`config.mk`:
```
export PLATFORM = sky130hd
export DESIGN_NAME = add_mul_expression_mod_evaluator_unit
export DESIGN_NICKNAME = d
export VERILOG_FILES = /design/src/hdl/ame_pkg.sv /design/src/hdl/add_mul_expression_mod_evaluator_unit.sv
export SDC_FILE = /design/constraint.sdc
export NUM_CORES = 1
export LEC_CHECK = 0
export BUFFER_PORTS_ARGS = -buffer_cell sky130_fd_sc_hd__buf_2
export CORE_UTILIZATION = 45
export CTS_CLUSTER_DIAMETER = 50
export CTS_CLUSTER_SIZE = 25
export DETAILED_ROUTE_END_ITERATION = 7
export PLACE_DENSITY = 0.67
export SYNTH_ARGS = -nofsm -noshare
export SYNTH_HDL_FRONTEND = slang
export SYNTH_SLANG_ARGS = --single-unit
```
`constraint.sdc`:
```
create_clock -name clock -period 7.4 [get_ports clock]
set_input_delay 0.74 -clock clock [delete_from_list [all_inputs] [get_ports clock]]
set_output_delay 0.74 -clock clock [all_outputs]
set_load 0.1 [all_outputs]
```
`src/hdl/ame_pkg.sv`:
```
// Shared constants, types and the character decoder of the expression evaluator.
`timescale 1ns / 1ps

package ame_pkg;

   localparam int unsigned CHAR_W          = 8;
   localparam int unsigned VALUE_W         = 14;
   localparam int unsigned REQ_DATA_W      = 8;
   localparam int unsigned RSP_DATA_W      = 16;
   localparam int unsigned DEFAULT_MODULUS = 10000;

   localparam logic [CHAR_W-1:0] CH_NEWLINE = 8'h0A;
   localparam logic [CHAR_W-1:0] CH_STAR    = 8'h2A;
   localparam logic [CHAR_W-1:0] CH_PLUS    = 8'h2B;
   localparam logic [CHAR_W-1:0] CH_ZERO    = 8'h30;
   localparam logic [CHAR_W-1:0] CH_NINE    = 8'h39;

   typedef enum logic [2:0] {
      KIND_OTHER,
      KIND_DIGIT,
      KIND_STAR,
      KIND_PLUS,
      KIND_NEWLINE
   } char_kind_type;

   function automatic char_kind_type decode_char(input logic [CHAR_W-1:0] code);
      char_kind_type kind;
      unique case (code) inside
         [CH_ZERO:CH_NINE]: kind = KIND_DIGIT;
         CH_STAR:           kind = KIND_STAR;
         CH_PLUS:           kind = KIND_PLUS;
         CH_NEWLINE:        kind = KIND_NEWLINE;
         default:           kind = KIND_OTHER;
      endcase
      return kind;
   endfunction

endpackage

```
`src/hdl/add_mul_expression_mod_evaluator_unit.sv`:
```
// Top level: streaming evaluator of '+' and '*' expressions modulo a constant.
`timescale 1ns / 1ps

//  channel | direction | tdata bits (lowest first)      | one request carries
//  req_    | in        | [7:0] char_code                | one character
//  rsp_    | out       | [13:0] value, [15:14] zero     | one expression value
//
// One character is taken every cycle unless a newline waits; a result passes from its
// newline request through the input register and then the result register.
// The product of the open term is built digit by digit (ten times the term
// plus the product times the digit, then one reduction), so each character is
// a single registered update of the state registers.
// Reset clears the state at once; there is no clearing pass.
// Only a newline waits, and only while the result register holds an untaken result.
module add_mul_expression_mod_evaluator_unit #(
   parameter int unsigned MODULUS = ame_pkg::DEFAULT_MODULUS
) (
   input  logic                             clock,
   input  logic                             reset,
   input  logic                             req_tvalid,
   output logic                             req_tready,
   input  logic [ame_pkg::REQ_DATA_W-1:0]   req_tdata,   // [7:0] char_code
   output logic                             rsp_tvalid,
   input  logic                             rsp_tready,
   output logic [ame_pkg::RSP_DATA_W-1:0]   rsp_tdata    // [13:0] value, [15:14] zero
);
   import ame_pkg::*;

   localparam int unsigned SW    = $clog2(MODULUS);
   localparam int unsigned TW    = SW + 5;
   localparam int unsigned EXT_W = (SW > VALUE_W) ? SW : VALUE_W;
   localparam int unsigned MAX_Q = 18;

   logic                stage_valid_ff, stage_valid_in;
   logic [CHAR_W-1:0]   stage_char_ff, stage_char_in;
   logic [SW-1:0]       term_ff, term_in;
   logic [SW-1:0]       prod_ff, prod_in;
   logic [SW-1:0]       sum_ff, sum_in;
   logic                rsp_valid_ff, rsp_valid_in;
   logic [VALUE_W-1:0]  rsp_value_ff, rsp_value_in;

   char_kind_type       kind;
   logic                rsp_free;
   logic                advance;
   logic [CHAR_W-1:0]   digit_wide;
   logic [3:0]          digit;
   logic [TW-1:0]       digit_total;
   logic [TW-1:0]       digit_sub;
   logic [SW-1:0]       term_digit;
   logic [SW:0]         close_sum;
   logic [SW-1:0]       close_red;
   logic [EXT_W-1:0]    close_ext;

   assign kind     = decode_char(stage_char_ff);
   assign rsp_free = !rsp_valid_ff || rsp_tready;
   assign advance  = stage_valid_ff && ((kind != KIND_NEWLINE) || rsp_free);

   assign req_tready = !stage_valid_ff || advance;

   // The open term holds product * number, so a digit scales it by ten and adds
   // product * digit; the sum stays below nineteen times the modulus.
   always_comb begin
      digit_wide  = stage_char_ff - CH_ZERO;
      digit       = digit_wide[3:0];
      digit_total = (TW'(term_ff) << 3) + (TW'(term_ff) << 1)
                    + TW'(prod_ff) * TW'(digit);
      digit_sub   = '0;
      for (int k = 1; k <= MAX_Q; k++) begin
         if (digit_total >= TW'(k) * TW'(MODULUS)) begin
            digit_sub = TW'(k) * TW'(MODULUS);
         end
      end
      term_digit = SW'(digit_total - digit_sub);

      close_sum = (SW+1)'(sum_ff) + (SW+1)'(term_ff);
      if (close_sum >= (SW+1)'(MODULUS)) begin
         close_sum = close_sum - (SW+1)'(MODULUS);
      end
      close_red = close_sum[SW-1:0];
      close_ext = EXT_W'(close_red);
   end

   always_comb begin
      stage_valid_in = stage_valid_ff;
      stage_char_in  = stage_char_ff;
      if (req_tvalid && req_tready) begin
         stage_valid_in = 1'b1;
         stage_char_in  = req_tdata[CHAR_W-1:0];
      end else if (advance) begin
         stage_valid_in = 1'b0;
      end

      term_in      = term_ff;
      prod_in      = prod_ff;
      sum_in       = sum_ff;
      rsp_value_in = rsp_value_ff;
      rsp_valid_in = rsp_tready ? 1'b0 : rsp_valid_ff;
      if (advance) begin
         unique case (kind)
            KIND_DIGIT: begin
               term_in = term_digit;
            end
            KIND_STAR: begin
               // The closed factor becomes the new product; the new number is empty.
               prod_in = term_ff;
               term_in = '0;
            end
            KIND_PLUS: begin
               sum_in  = close_red;
               prod_in = SW'(1);
               term_in = '0;
            end
            KIND_NEWLINE: begin
               rsp_value_in = close_ext[VALUE_W-1:0];
               rsp_valid_in = 1'b1;
               sum_in       = '0;
               prod_in      = SW'(1);
               term_in      = '0;
            end
            default: begin
               term_in = term_ff;
            end
         endcase
      end
   end

   always_ff @(posedge clock) begin
      if (reset) begin
         stage_valid_ff <= 1'b0;
         rsp_valid_ff   <= 1'b0;
         term_ff        <= '0;
         prod_ff        <= SW'(1);
         sum_ff         <= '0;
      end else begin
         stage_valid_ff <= stage_valid_in;
         rsp_valid_ff   <= rsp_valid_in;
         term_ff        <= term_in;
         prod_ff        <= prod_in;
         sum_ff         <= sum_in;
      end
   end

   always_ff @(posedge clock) begin
      stage_char_ff <= stage_char_in;
      rsp_value_ff  <= rsp_value_in;
   end

   assign rsp_tvalid = rsp_valid_ff;
   assign rsp_tdata  = RSP_DATA_W'(rsp_value_ff);

   // Every state register stays reduced below the modulus.
   assert property (@(posedge clock) disable iff (reset)
      ({1'b0, term_ff} < (SW+1)'(MODULUS)) && ({1'b0, prod_ff} < (SW+1)'(MODULUS))
      && ({1'b0, sum_ff} < (SW+1)'(MODULUS)))
      else $error("state register not reduced below the modulus");

   // A newline that leaves the input register always lands in the result register.
   assert property (@(posedge clock) disable iff (reset)
      (advance && (kind == KIND_NEWLINE)) |=> rsp_valid_ff)
      else $error("newline request produced no result");

   // After a newline the evaluation state is back at its starting values.
   assert property (@(posedge clock) disable iff (reset)
      (advance && (kind == KIND_NEWLINE)) |=>
      (term_ff == '0) && (sum_ff == '0) && (prod_ff == SW'(1)))
      else $error("state not cleared after newline");

   // A '*' moves the finished factor into the product and empties the number.
   assert property (@(posedge clock) disable iff (reset)
      (advance && (kind == KIND_STAR)) |=> (prod_ff == $past(term_ff)) && (term_ff == '0))
      else $error("product not updated on multiply");

endmodule

```
# ---- Yosys cells after proc, flatten, opt, wreduce, memory -nomap -nowiden
# Cells that the tools add are included.
dict set report classes {
  add_sub_neg 6
  n_mul 1
  order_cmp 21
  eq_ne 8
  n_mux 28
  reduce_logical 18
}
# op count
set op_table {}
lappend op_table {{$mux 14} 19}
lappend op_table {{$ge 19x17->1 const B} 7}
lappend op_table {{$ge 19x18->1 const B} 5}
lappend op_table {{$pmux 14 s2} 3}
lappend op_table {{$ge 19x16->1 const B} 3}
lappend op_table {{$ge 19x15->1 const B} 2}
lappend op_table {{$add 18x18->19} 1}
lappend op_table {{$ge 19x14->1 const B} 1}
lappend op_table {{$add 17x15->18} 1}
lappend op_table {{$mul 14x4->18} 1}
lappend op_table {{$eq 8x6->1 const B} 2}
lappend op_table {{$add 14x14->15} 1}
lappend op_table {{$ge 15x14->1 const B} 1}
lappend op_table {{$sub 14x14->14} 1}
lappend op_table {{$sub 14x14->14 const B} 1}
lappend op_table {{$pmux 3 s4} 1}
lappend op_table {{$eq 8x4->1 const B} 1}
lappend op_table {{$ge 8x6->1 const B} 1}
lappend op_table {{$le 8x6->1 const B} 1}
lappend op_table {{$reduce_and 2->1} 4}
lappend op_table {{$reduce_bool 2->1} 4}
lappend op_table {{$eq 3x2->1 const B} 2}
lappend op_table {{$mux 1} 5}
lappend op_table {{$sub 4x1->4 const B} 1}
lappend op_table {{other kinds (8)} 13}
dict set report totals {
  regBits 66
  in_bits 12
  output_inout_bits 18
  elab_cells 89
}

# ---- Depth between registers and ports, before layout
# Gate-level depths: netlist of the first run.
dict set report logic_depth {
  ltp_word 24
  depth_mapped 35
  ltp_nobuf 33
}

# ---- Least setup slack after synthesis of the first run
# No wires, ideal clock.
dict set report synth_timing {
  path_type {register to register}
  start {register stage_char_ff[3]}
  end {register term_ff[13]}
  setup_ns 0.079
  t_arrival_ns 6.814
  required_ns 7.321
  path_slack_ns 0.506
  path_stages_with_launch 33
  n_path_buf 1
  period_less_slack_ns 6.894
  path_cell_list {edfxtp_1 > clkbuf_1 > nand2_1 > fa_1 > fa_1 > fa_1 > inv_1 > ha_1 > inv_1 > fa_1 > nand2b_1 > a211oi_2 > o21a_1 > o21ai_0 > a22o_2 > a31oi_1 > o211a_1 > a21oi_1 > o21a_1 > nor2_1 > o22ai_1 > ha_1 > nor2b_1 > o21ai_0 > nand2b_1 > a21o_1 > a21o_1 > a21o_1 > a21oi_1 > o21ai_0 > xnor2_1 > xnor2_1 > a211oi_2}
}
dict set report synth_via {
  elab_chain_cells 24
  elab_cells_between_ends 58
  cone_classes {3 x add/sub; 1 x mul; 20 x order compare; 8 x eq/ne; 20 x mux; 6 x reduce/logical}
}
# item line_no
set synth_rtl {}
lappend synth_rtl {{from (decl)} add_mul_expression_mod_evaluator_unit.sv:35} ;# logic [CHAR_W-1:0] stage_char_ff, stage_char_in;
lappend synth_rtl {{from (signal assigned)} add_mul_expression_mod_evaluator_unit.sv:144} ;# stage_char_ff <= stage_char_in;
lappend synth_rtl {{$sub 4x1->4} add_mul_expression_mod_evaluator_unit.sv:63} ;# digit_wide = stage_char_ff - CH_ZERO;
lappend synth_rtl {{$mul 14x4->18} add_mul_expression_mod_evaluator_unit.sv:66} ;# + TW'(prod_ff) * TW'(digit);
lappend synth_rtl {{$add 18x18->19} add_mul_expression_mod_evaluator_unit.sv:66}
lappend synth_rtl {{$ge 19x14->1} add_mul_expression_mod_evaluator_unit.sv:69} ;# if (digit_total >= TW'(k) * TW'(MODULUS)) begin
lappend synth_rtl {{$mux 14 (18 in series)} add_mul_expression_mod_evaluator_unit.sv:69}
lappend synth_rtl {{$sub 14x14->14} add_mul_expression_mod_evaluator_unit.sv:73} ;# term_digit = SW'(digit_total - digit_sub);
lappend synth_rtl {{$pmux 14 s2} add_mul_expression_mod_evaluator_unit.sv:99} ;# unique case (kind)
lappend synth_rtl {{to (signal assigned)} add_mul_expression_mod_evaluator_unit.sv:137} ;# term_ff <= term_in;
lappend synth_rtl {{to (decl)} add_mul_expression_mod_evaluator_unit.sv:36} ;# logic [SW-1:0] term_ff, term_in;
# Several ways; a longest one is shown, not always the timed one.
# A chain may end at the register's enable or synchronous reset.

# ---- Worst setup path after layout of the first run
# Ends and elaborated chain as after synthesis.

==> load_flow_metrics.sql, run 1 <==
INSERT INTO impl_metrics (metric_group, metric, value, unit) VALUES
('drt', 'route.antenna.remaining_nets', '0', ''),
('cts', 'clock_tree.buffer_depth', '2', ''),
('power_and_ir_drop', 'power.sequential.fraction', '42.8', '%'),
('yosys', 'synth-seq-cells', '66', ''),
('power_and_ir_drop', 'net-switching-power', '194', 'uW'),
('drt', 'average_wire_per_standard_cell', '16.3', 'um'),
('sta', 'hold-worst-slack', '0.492', 'ns'),
('setup_path', 'critical_path_arrival', '7.26', 'ns'),
('power_and_ir_drop', 'clkPwrFrac', '51.9', '%'),
('setup_path', 'worst-path-max-fanout', '7', ''),
('yosys', 'synthesis.area_per_instance', '8.56', 'um^2'),
('setup_path', 'critical_path.endpoint_type', 'flip-flop', ''),
('power_and_ir_drop', 'leakage_power_of_the_design', '0.00369', 'uW'),
('sta', 'worstMarginPinSlew', '1.15', 'ns'),
('setup_path', 'required_time_of_the_critical_path', '7.59', 'ns'),
('cts', 'clock_pin_transition_on_the_worst_setup_and_hold_timing_paths', '0.06', 'ns'),
('status', 'run_status', 'finished clean', ''),
('power_and_ir_drop', 'ir_worst_vdd', '98.0', 'uV'),
('placement', 'setup_slack_at_placement', '0.0541', 'ns'),
('job', 'max_cap_viol_count', '0', ''),
('floorplanning', 'io_pins', '30', ''),
('final_layout', 'design_area', '8470', 'um^2'),
('setup_path', 'timing.critical_path.depth', '29', ''),
('floorplanning', 'die_height', '128', 'um'),
('sta', 'totalNegativeSetupSlack', '0', 'ns'),
('drt', 'num_vias', '6266', ''),
('yosys', 'synthArstFlopShare', '0', '%'),
('power_and_ir_drop', 'pwr_density_cell', '105', 'nW/um^2'),
('yosys', 'synthesis.yosys.warnings', '0', ''),
('yosys', 'yosys.cell_types.count', '84', ''),
('power_and_ir_drop', 'power.internal', '699', 'uW'),
('cts', 'numCtsBuffers', '9', ''),
('setup_path', 'max_stage_delay', '0.54', 'ns'),
('placement', 'buffer_ports.inserted', '27', ''),
('setup_path', 'worstSetupStartpointType', 'flip-flop', ''),
('sta', 'slew_viols_final', '0', ''),
('cts', 'cts_root_buffer', 'sky130_fd_sc_hd__clkbuf_16', ''),
('floorplanning', 'fp.coreArea', '15400', 'um^2'),
('final_layout', 'num-fill-cells', '1413', ''),
('min_path', 'hold_path.class', 'flip-flop to flip-flop', ''),
('setup_path', 'worst-setup-path-type', 'flip-flop to flip-flop', ''),
('final_layout', 'finalNonFillerCells', '1124', ''),
('placement', 'dp.final_hpwl', '14200', 'um'),
('global_routing', 'globalRouteTotalUtil', '22.4', '%'),
('power_and_ir_drop', 'netSwitchingFraction', '21.7', '%'),
('yosys', 'edff_count_synth', '22', ''),
('sta', 'finalWorstPathRequiredPeriod', '7.07', 'ns'),
('final_layout', 'share_of_final_layout_standard_cells_stronger_than_drive_strength_1', '20.6', '%'),
('setup_path', 'crit_family', 'compound AO/OA/AOI/OAI gates', ''),
('drt', 'avgViaCountPerCell', '5.57', ''),
('sta', 'post-route-worst-setup-slack', '0.329', 'ns'),
('sta', 'final-setup-viol-count', '0', ''),
('placement', 'gp_congestion', '0.906', ''),
('setup_path', 'timing.critical_path.slowest_stage_cell', 'sky130_fd_sc_hd__fa_1', ''),
('global_routing', 'grt_pass1_vias', '5814', ''),
('floorplanning', 'num_rows', '45', ''),
('global_routing', 'grt_first_pass_wirelength', '29300', 'um'),
('cts', 'h-tree-depth', '3', ''),
('sta', 'layout_worst_path_cycle_share', '95.6', '%'),
('yosys', 'synth_flop_cell', 'sky130_fd_sc_hd__dfxtp_1', ''),
('floorplanning', 'die-width', '128', 'um'),
('floorplanning', 'dieArea', '16400', 'um^2'),
('global_routing', 'grt_overflow', '0', ''),
('drt', 'routed_wl', '18400', 'um'),
('global_routing', 'grt_start_max_net_pins', '37', ''),
('power_and_ir_drop', 'power_frac_comb', '5.3', '%'),
('global_routing', 'grt_antenna_before_repair', '0', ''),
('drt', 'drc', '0', ''),
('sta', 'timing.fmax', '0.141', 'GHz'),
('yosys', 'seq_area_frac_synth', '21.5', '%'),
('yosys', 'synthesis.area', '7160', 'um^2');
## cell usage in the layout (no fill, tap or decap), drive strengths merged, types with 4 or more instances in the layout
cell type  instances
inv               93
buf               90
nand2             68
a21oi             61
nor2              58
fa                54
and2              54
ha                49
dfxtp             44
o21ai             30
nand3             26
edfxtp            22
xnor2             18
nor3              16
a21o              16
xor2              12
a211oi            12
a22oi             11
o21a              11
o211ai            11
a22o              11
nor2b             10
clkbuf            10
a31oi             10
and3               8
nor4               7
o21bai             7
o31ai              7
nand4              6
nand2b             6
or3                6
o22ai              5
or2                5
o311ai             5
a211o              4
nor3b              4
## final timing paths
path	slack, ns	endpoint	start
worst min-delay path	0.49	sum_ff[0]	sum_ff[0]
worst min register to register	0.49	sum_ff[0]	sum_ff[0]
worst max register to register	0.33	term_ff[13]	stage_char_ff[3]
worst max-delay path	0.33	term_ff[13]	stage_char_ff[3]
## state kept, by name, indices dropped and copies added, names as in the netlist
signal          flops
sum_ff             14
prod_ff            14
rsp_tvalid          1
stage_char_ff       8
rsp_value_ff       14
term_ff            14
stage_valid_ff      1
## cell usage after synthesis (all sizes together) (3+ instances only)
master / number / share of area [%]
a21o: 16 / 1.7
nand2b: 6 / 0.52
a211o: 4 / 0.49
nor2: 58 / 3.0
o22ai: 5 / 0.44
nand3: 26 / 1.8
a22o: 11 / 1.4
xnor2: 18 / 2.2
or2: 5 / 0.44
xor2: 12 / 1.6
o21bai: 7 / 0.73
nor3b: 4 / 0.42
o41ai: 3 / 0.37
o31ai: 7 / 0.73
and3: 8 / 0.72
a41oi: 3 / 0.37
or3: 6 / 0.52
nand4: 6 / 0.52
ha: 49 / 8.6
dfxtp: 44 / 12
a31oi: 10 / 1.1
a21oi: 61 / 4.8
and2: 54 / 4.8
nor3: 16 / 1.3
nor2b: 10 / 0.87
o21a: 11 / 1.2
fa: 54 / 15
o311ai: 5 / 0.61
a22oi: 11 / 1.2
a211oi: 12 / 1.5
nor4: 7 / 0.61
edfxtp: 22 / 9.2
buf: 10 / 1.0
a221o: 3 / 0.44
clkbuf: 20 / 1.5
o21ai: 30 / 2.1
o211ai: 11 / 1.3
inv: 92 / 4.8
nand2: 68 / 3.6
## power by group through the flow
| stage | combinational [uW] | clock [uW] | sequential (uW) |
|---|---|---|---|
| 2_1_floorplan | 27.9 | 0 | 389 |
| 3_3_place_gp | 43.3 | 0 | 389 |
| 3_5_place_dp | 43.7 | 0 | 389 |
| 4_1_cts | 44.1 | 465 | 382 |
| 5_1_grt | 52.0 | 483 | 382 |
| 6_report | 47.3 | 464 | 382 |
## metal layers
metal,track usage (%),part of all wire (%)
met3,2.96,4.7
met4,3.25,0.93
met5,0,0
met2,34.9,45
met1,33.6,49
## area by class of cell
| type | instances | area, um^2 | area share, % |
|---|---|---|---|
| inverter | 93 | 353 | 4.17 |
| sequential | 66 | 1540 | 18.2 |
| multi-input combinational | 648 | 5370 | 63.4 |
| clock inverter | 6 | 88.8 | 1.05 |
| clock buffer | 10 | 239 | 2.82 |
| timing repair buffer | 90 | 613 | 7.24 |
| tap | 211 | 264 | 3.12 |
## repair_timing
item | 4_1_cts | 5_1_grt
endpoints found under the setup margin | 0 | 4
setup buffers | 0 | 14
resized for setup | 0 | 70
## cell families (layout without fill, tap and decap cells)
kind of cell,count (synthesis),in the layout,synth area share [%]
buffers and inverters,123,199,7.38
AO/OA/AOI/OAI,228,228,23.0
AND/OR/NAND/NOR,282,282,20.1
XOR/XNOR,30,30,3.78
other,1,2,0.0524
adder cells (fa/ha/maj),103,103,23.7
multiplexers,3,3,0.454
flip-flops,66,66,21.5
## worst min-delay path, stage by stage (launching register included)
cell	delay, ns
sky130_fd_sc_hd__dfxtp_1	0.33
sky130_fd_sc_hd__a21oi_1	0.06
sky130_fd_sc_hd__nor2_1	0.07
## stage by stage
| step | total power [uW] | util, % |
|---|---|---|
| 6_report | 893 | 55.1 |
| 5_1_grt | 917 | 55.1 |
| 4_1_cts | 891 | 52.5 |
| 3_5_place_dp | 433 | 50.4 |
| 3_3_place_gp | 432 | 50.4 |
| 2_1_floorplan | 417 | - |
Note: power is estimated with default switching activity, not from simulation.
==> run 2, diff against run 1 <==
--- a/config.mk
+++ b/config.mk
@@ -7,6 +7,7 @@
 export LEC_CHECK = 0
 export BUFFER_PORTS_ARGS = -buffer_cell sky130_fd_sc_hd__buf_2
 export CORE_UTILIZATION = 45
+export CTS_BUF_LIST = sky130_fd_sc_hd__clkbuf_8
 export CTS_CLUSTER_DIAMETER = 50
 export CTS_CLUSTER_SIZE = 25
 export DETAILED_ROUTE_END_ITERATION = 7
==> load_flow_metrics.sql, run 2 (same netlist as run 1, synthesis figures left out) <==
INSERT INTO impl_metrics (metric_group, metric, value, unit) VALUES
('drt', 'detailedRoute.firstPassIterationCount', '6', ''),
('job', 'max_cap_viol_count', '0', ''),
('sta', 'worst_slew_margin_rel', '22.6', '%'),
('floorplanning', 'fp.coreArea', '15400', 'um^2'),
('setup_path', 'worstSetupStartpointType', 'flip-flop', ''),
('setup_path', 'rrSetupSlack', '0.33', 'ns'),
('cts', 'h-tree-depth', '3', ''),
('cts', 'worstSkewPairLatency', '0.35', 'ns'),
('sta', 'hold_viol_final', '0', ''),
('placement', 'post_dp_cell_area', '7740', 'um^2'),
('sta', 'timing.fmax', '0.141', 'GHz'),
('sta', 'finalWorstPathRequiredPeriod', '7.07', 'ns'),
('placement', 'gp_congestion', '0.906', ''),
('setup_path', 'critical_path.endpoint_type', 'flip-flop', ''),
('min_path', 'hold_path.class', 'flip-flop to flip-flop', ''),
('cts', 'clock_tree.buffer_depth', '2', ''),
('final_layout', 'antenna-diode-count', '0', ''),
('global_routing', 'grt_antenna_before_repair', '0', ''),
('floorplanning', 'floorplan.initialDensity', '46.6', '%'),
('drt', 'routed_wl', '18200', 'um'),
('drt', 'drc', '0', ''),
('cts', 'tritoncts_clock_tree', 'yes', ''),
('setup_path', 'worst-setup-path-type', 'flip-flop to flip-flop', ''),
('final_layout', 'most-common-layout-cells', 'sky130_fd_sc_hd__inv_1 (90), sky130_fd_sc_hd__nand2_1 (63), sky130_fd_sc_hd__buf_4 (60)', ''),
('global_routing', 'grt_pass1_vias', '5768', ''),
('setup_path', 'worstSetupStartpoint', 'stage_char_ff[3]', ''),
('global_routing', 'grt_first_pass_wirelength', '28900', 'um'),
('power_and_ir_drop', 'pwr_density_cell', '92.1', 'nW/um^2'),
('setup_path', 'crit_path_end', 'term_ff[13]', ''),
('global_routing', 'grt_overflow', '0', ''),
('final_layout', 'finalNetCount', '1023', ''),
('floorplanning', 'die-width', '128', 'um'),
('status', 'run_status', 'finished clean', ''),
('drt', 'average_wire_per_standard_cell', '16.2', 'um'),
('setup_path', 'timing.critical_path.slowest_stage_cell', 'sky130_fd_sc_hd__fa_1', ''),
('setup_path', 'required_time_of_the_critical_path', '7.61', 'ns'),
('global_routing', 'grt_start_max_net_pins', '37', ''),
('cts', 'cts_root_buffer', 'sky130_fd_sc_hd__clkbuf_8', ''),
('final_layout', 'share_of_final_layout_standard_cells_stronger_than_drive_strength_1', '20.7', '%'),
('cts', 'cts.sink_count', '66', ''),
('sta', 'slew_viols_final', '0', ''),
('setup_path', 'worstReg2RegEnd', 'term_ff[13]', ''),
('sta', 'final-setup-viol-count', '0', ''),
('global_routing', 'globalRouteTotalUtil', '22.2', '%'),
('setup_path', 'path_common_cell', 'sky130_fd_sc_hd__a21o_1', ''),
('setup_path', 'r2r.worst_path.cells', '29', ''),
('floorplanning', 'die_height', '128', 'um'),
('final_layout', 'design_area', '8370', 'um^2'),
('final_layout', 'area_growth', '17.0', '%'),
('placement', 'buffer_ports.inserted', '27', ''),
('drt', 'avgViaCountPerCell', '5.54', ''),
('setup_path', 'max_stage_delay', '0.54', 'ns'),
('placement', 'dp.final_hpwl', '14200', 'um'),
('floorplanning', 'io_pins', '30', ''),
('setup_path', 'critical_path_arrival', '7.27', 'ns'),
('sta', 'layout_worst_path_cycle_share', '95.5', '%'),
('final_layout', 'leading_cell_type_in_the_layout_fill_and_taps_excluded', 'sky130_fd_sc_hd__inv_1', ''),
('cts', 'clock_pin_transition_on_the_worst_setup_and_hold_timing_paths', '0.07', 'ns'),
('floorplanning', 'num_rows', '45', ''),
('sta', 'finClkSkew', '0.0108', 'ns'),
('cts', 'holdBufCountCts', '0', ''),
('power_and_ir_drop', 'leakage_power_of_the_design', '0.00364', 'uW'),
('power_and_ir_drop', 'ir_worst_vdd', '94.5', 'uV'),
('cts', 'numCtsBuffers', '9', ''),
('drt', 'num_vias', '6231', ''),
('sta', 'worstMarginPinSlew', '1.16', 'ns'),
('setup_path', 'worst-path-max-fanout', '7', ''),
('drt', 'initialDrtViolationCount', '418', ''),
('final_layout', 'utilization', '54.5', '%'),
('drt', 'route.antenna.remaining_nets', '0', ''),
('floorplanning', 'dieArea', '16400', 'um^2'),
('setup_path', 'rr_startpoint', 'stage_char_ff[3]', '');
## run 2: critical path, delay by kind of cell (launching register included)
| family | cells | cell delay [ns] |
|---|---|---|
| compound gates | 12 | 2.54 |
| fa+ha+maj | 5 | 2.18 |
| simple gates | 6 | 0.81 |
| flops | 1 | 0.53 |
| buf+inv | 4 | 0.52 |
| xor+xnor | 2 | 0.33 |
## run 2: repair_timing
item	in CTS	in global routing
gates resized for setup	0	71
endpoints found under the hold margin	0	0
buffers inserted	0	14
setup endpoints to repair	0	4
## run 2: power by group
part           internal (uW)  switching [uW]
sequential               377            4.20
clock                    199             143
combinational           16.8            30.1
total                    593             178
## run 2: area by class of cell
type                       count  area (um^2)
sequential                    66         1540
fill                        1418         7000
multi-input combinational    648         5370
clock buffer                  10          138
inverter                      93          353
timing repair buffer          90          613
clock inverter                 6         88.8
tap                          211          264
## run 2: metal layers
metal  track usage [%]  share of wire, %
met1              33.3                48
met2              33.9                45
met3              3.26               5.3
met4              4.15              0.99
met5                 0                 0
## run 2: through the flow
stage          power, uW  hold WS (ns)  TNS, ns  std cells  setup WS (ns)
2_1_floorplan        417         0.453        0        837          0.506
3_3_place_gp         432         0.476        0       1093          0.124
3_5_place_dp         433         0.481        0       1093         0.0541
4_1_cts              771         0.493        0       1109        0.00318
5_1_grt              796         0.521   -0.105       1124        -0.0796
6_report             771         0.495        0       1124          0.332
## run 2: worst min path at each step
stage                 from     endpoint  depth (start not counted)
6_report        prod_ff[4]   prod_ff[4]                          2
5_1_grt          sum_ff[7]    sum_ff[7]                          1
4_1_cts         prod_ff[2]   prod_ff[2]                          2
3_5_place_dp     sum_ff[0]    sum_ff[0]                          2
3_3_place_gp     sum_ff[0]    sum_ff[0]                          2
2_1_floorplan  prod_ff[12]  prod_ff[12]                          2
==> run 3, diff against run 2 <==
--- a/config.mk
+++ b/config.mk
@@ -6,12 +6,12 @@
 export NUM_CORES = 1
 export LEC_CHECK = 0
 export BUFFER_PORTS_ARGS = -buffer_cell sky130_fd_sc_hd__buf_2
-export CORE_UTILIZATION = 45
+export CORE_UTILIZATION = 44
 export CTS_BUF_LIST = sky130_fd_sc_hd__clkbuf_8
 export CTS_CLUSTER_DIAMETER = 50
 export CTS_CLUSTER_SIZE = 25
 export DETAILED_ROUTE_END_ITERATION = 7
-export PLACE_DENSITY = 0.67
+export PLACE_DENSITY = 0.65
 export SYNTH_ARGS = -nofsm -noshare
 export SYNTH_HDL_FRONTEND = slang
 export SYNTH_SLANG_ARGS = --single-unit
==> load_flow_metrics.sql, run 3 (same netlist as run 1, synthesis figures left out) <==
INSERT INTO impl_metrics (metric_group, metric, value, unit) VALUES
('cts', 'cts_root_buffer', 'sky130_fd_sc_hd__clkbuf_8', ''),
('sta', 'worst_slew_margin_rel', '20.4', '%'),
('floorplanning', 'die-width', '130', 'um'),
('cts', 'h-tree-depth', '3', ''),
('power_and_ir_drop', 'ir_worst_vdd', '84.1', 'uV'),
('drt', 'routed_wl', '18300', 'um'),
('sta', 'hold-worst-slack', '0.503', 'ns'),
('drt', 'drc', '0', ''),
('sta', 'hold_viol_final', '0', ''),
('setup_path', 'worst-path-max-fanout', '8', ''),
('global_routing', 'grt_antenna_before_repair', '0', ''),
('final_layout', 'area_growth', '16.6', '%'),
('floorplanning', 'floorplan.initialDensity', '45.1', '%'),
('sta', 'rsz_0062_raised_after_global_routing', 'true', ''),
('final_layout', 'share_of_final_layout_standard_cells_stronger_than_drive_strength_1', '19.7', '%'),
('global_routing', 'globalRouteTotalUtil', '21.4', '%'),
('power_and_ir_drop', 'leakage_power_of_the_design', '0.00363', 'uW'),
('min_path', 'hold_path.class', 'flip-flop to flip-flop', ''),
('placement', 'dp.final_hpwl', '14100', 'um'),
('setup_path', 'worstSetupStartpointType', 'flip-flop', ''),
('global_routing', 'grt_start_max_net_pins', '37', ''),
('cts', 'numCtsBuffers', '9', ''),
('setup_path', 'crit_family', 'compound AO/OA/AOI/OAI gates', ''),
('drt', 'num_vias', '6424', ''),
('setup_path', 'required_time_of_the_critical_path', '7.62', 'ns'),
('sta', 'timing.fmax', '0.141', 'GHz'),
('global_routing', 'grt_pass1_vias', '5607', ''),
('final_layout', 'finalNetCount', '1027', ''),
('sta', 'layout_worst_path_cycle_share', '95.6', '%'),
('placement', 'buffer_ports.inserted', '27', ''),
('drt', 'average_wire_per_standard_cell', '16.1', 'um'),
('floorplanning', 'io_pins', '30', ''),
('cts', 'clock_pin_transition_on_the_worst_setup_and_hold_timing_paths', '0.08', 'ns'),
('cts', 'tritoncts_clock_tree', 'yes', ''),
('setup_path', 'crit_buf_inv', '3', ''),
('placement', 'setup_slack_at_placement', '-0.0359', 'ns'),
('global_routing', 'grt_overflow', '0', ''),
('sta', 'post-route-worst-setup-slack', '0.324', 'ns'),
('cts', 'clock_tree.buffer_depth', '2', ''),
('drt', 'route.antenna.remaining_nets', '0', ''),
('sta', 'finalWorstPathRequiredPeriod', '7.08', 'ns'),
('sta', 'worstMarginPinSlew', '1.19', 'ns'),
('job', 'max_cap_viol_count', '0', ''),
('placement', 'gp_congestion', '0.867', ''),
('global_routing', 'grt_first_pass_wirelength', '28100', 'um'),
('floorplanning', 'num_rows', '46', ''),
('floorplanning', 'fp.coreArea', '15900', 'um^2'),
('drt', 'avgViaCountPerCell', '5.67', ''),
('setup_path', 'timing.critical_path.slowest_stage_cell', 'sky130_fd_sc_hd__or4_4', ''),
('sta', 'finClkSkew', '0.0109', 'ns'),
('cts', 'worstSkewPairLatency', '0.36', 'ns'),
('cts', 'cts.sink_count', '66', ''),
('floorplanning', 'die_height', '130', 'um'),
('setup_path', 'max_stage_delay', '0.56', 'ns'),
('sta', 'final-setup-viol-count', '0', ''),
('power_and_ir_drop', 'pwr_density_cell', '90.7', 'nW/um^2'),
('status', 'run_status', 'finished clean', ''),
('setup_path', 'worst-setup-path-type', 'flip-flop to flip-flop', ''),
('power_and_ir_drop', 'totalPowerFinal', '757', 'uW'),
('sta', 'slew_viols_final', '0', ''),
('drt', 'initialDrtViolationCount', '529', ''),
('cts', 'holdBufCountCts', '0', ''),
('final_layout', 'most-common-layout-cells', 'sky130_fd_sc_hd__inv_1 (91), sky130_fd_sc_hd__nand2_1 (65), sky130_fd_sc_hd__buf_4 (64)', ''),
('floorplanning', 'dieArea', '16800', 'um^2'),
('sta', 'totalNegativeSetupSlack', '0', 'ns'),
('final_layout', 'leading_cell_type_in_the_layout_fill_and_taps_excluded', 'sky130_fd_sc_hd__inv_1', ''),
('setup_path', 'critical_path_arrival', '7.29', 'ns'),
('setup_path', 'critical_path.endpoint_type', 'flip-flop', ''),
('drt', 'detailedRoute.firstPassIterationCount', '5', ''),
('final_layout', 'antenna-diode-count', '0', '');
[run 3: power by group]
group          leakage, uW  internal, uW  switching (uW)
sequential        0.000577           377            5.28
combinational      0.00295          18.9            30.4
clock             0.000102           175             150
total              0.00363           571             186
[run 3: per-stage QoR]
step | cell area [um^2] | cells | util (%)
after CTS | 8000 | 1116 | 50.3
after global placement | 7780 | 1100 | 49.0
after floorplan | 7160 | 837 | -
after detailed placement | 7780 | 1100 | 49.0
final | 8340 | 1133 | 52.5
after global routing | 8340 | 1133 | 52.5
[run 3: worst paths after layout]
check / startpoint / to / slack [ns] / cells after the start
setup / recovery: stage_char_ff[3] / term_ff[13] / 0.32 / 31
hold / removal: prod_ff[3] / prod_ff[3] / 0.50 / 2
setup reg to reg: stage_char_ff[3] / term_ff[13] / 0.32 / 31
hold reg to reg: prod_ff[3] / prod_ff[3] / 0.50 / 2
[run 3: worst reg2reg max path: cells and delay by family, from the launching register on]
family | cells | cell delay (ns)
AO/OA/AOI/OAI | 14 | 2.25
XOR/XNOR | 2 | 0.35
adder cells (fa/ha/maj) | 5 | 2.20
buffers and inverters | 3 | 0.32
flip-flops | 1 | 0.51
AND/OR/NAND/NOR | 7 | 1.30
[run 3: final cells by class]
cell class | count | area [um^2]
clock buffers | 11 | 151
clock inverters | 5 | 62.6
fillers | 1521 | 7540
inverters | 93 | 353
multi-input cells | 648 | 5310
flip-flops and latches | 66 | 1540
well taps | 216 | 270
repair buffers | 94 | 658
[run 3: layer usage]
| layer | GRT usage, % | part of all wire (%) | routed length (um) |
|---|---|---|---|
| met1 | 31.8 | 47 | 8580 |
| met2 | 33.2 | 47 | 8530 |
| met3 | 3.51 | 5.7 | 1040 |
| met4 | 3.49 | 0.80 | 146 |
| met5 | 0 | 0 | 0 |
[run 3: what timing repair did]
item	CTS	global route
pin swaps	0	13
endpoints found under the setup margin	1	6
setup buffers	0	17
gates resized for setup	2	58
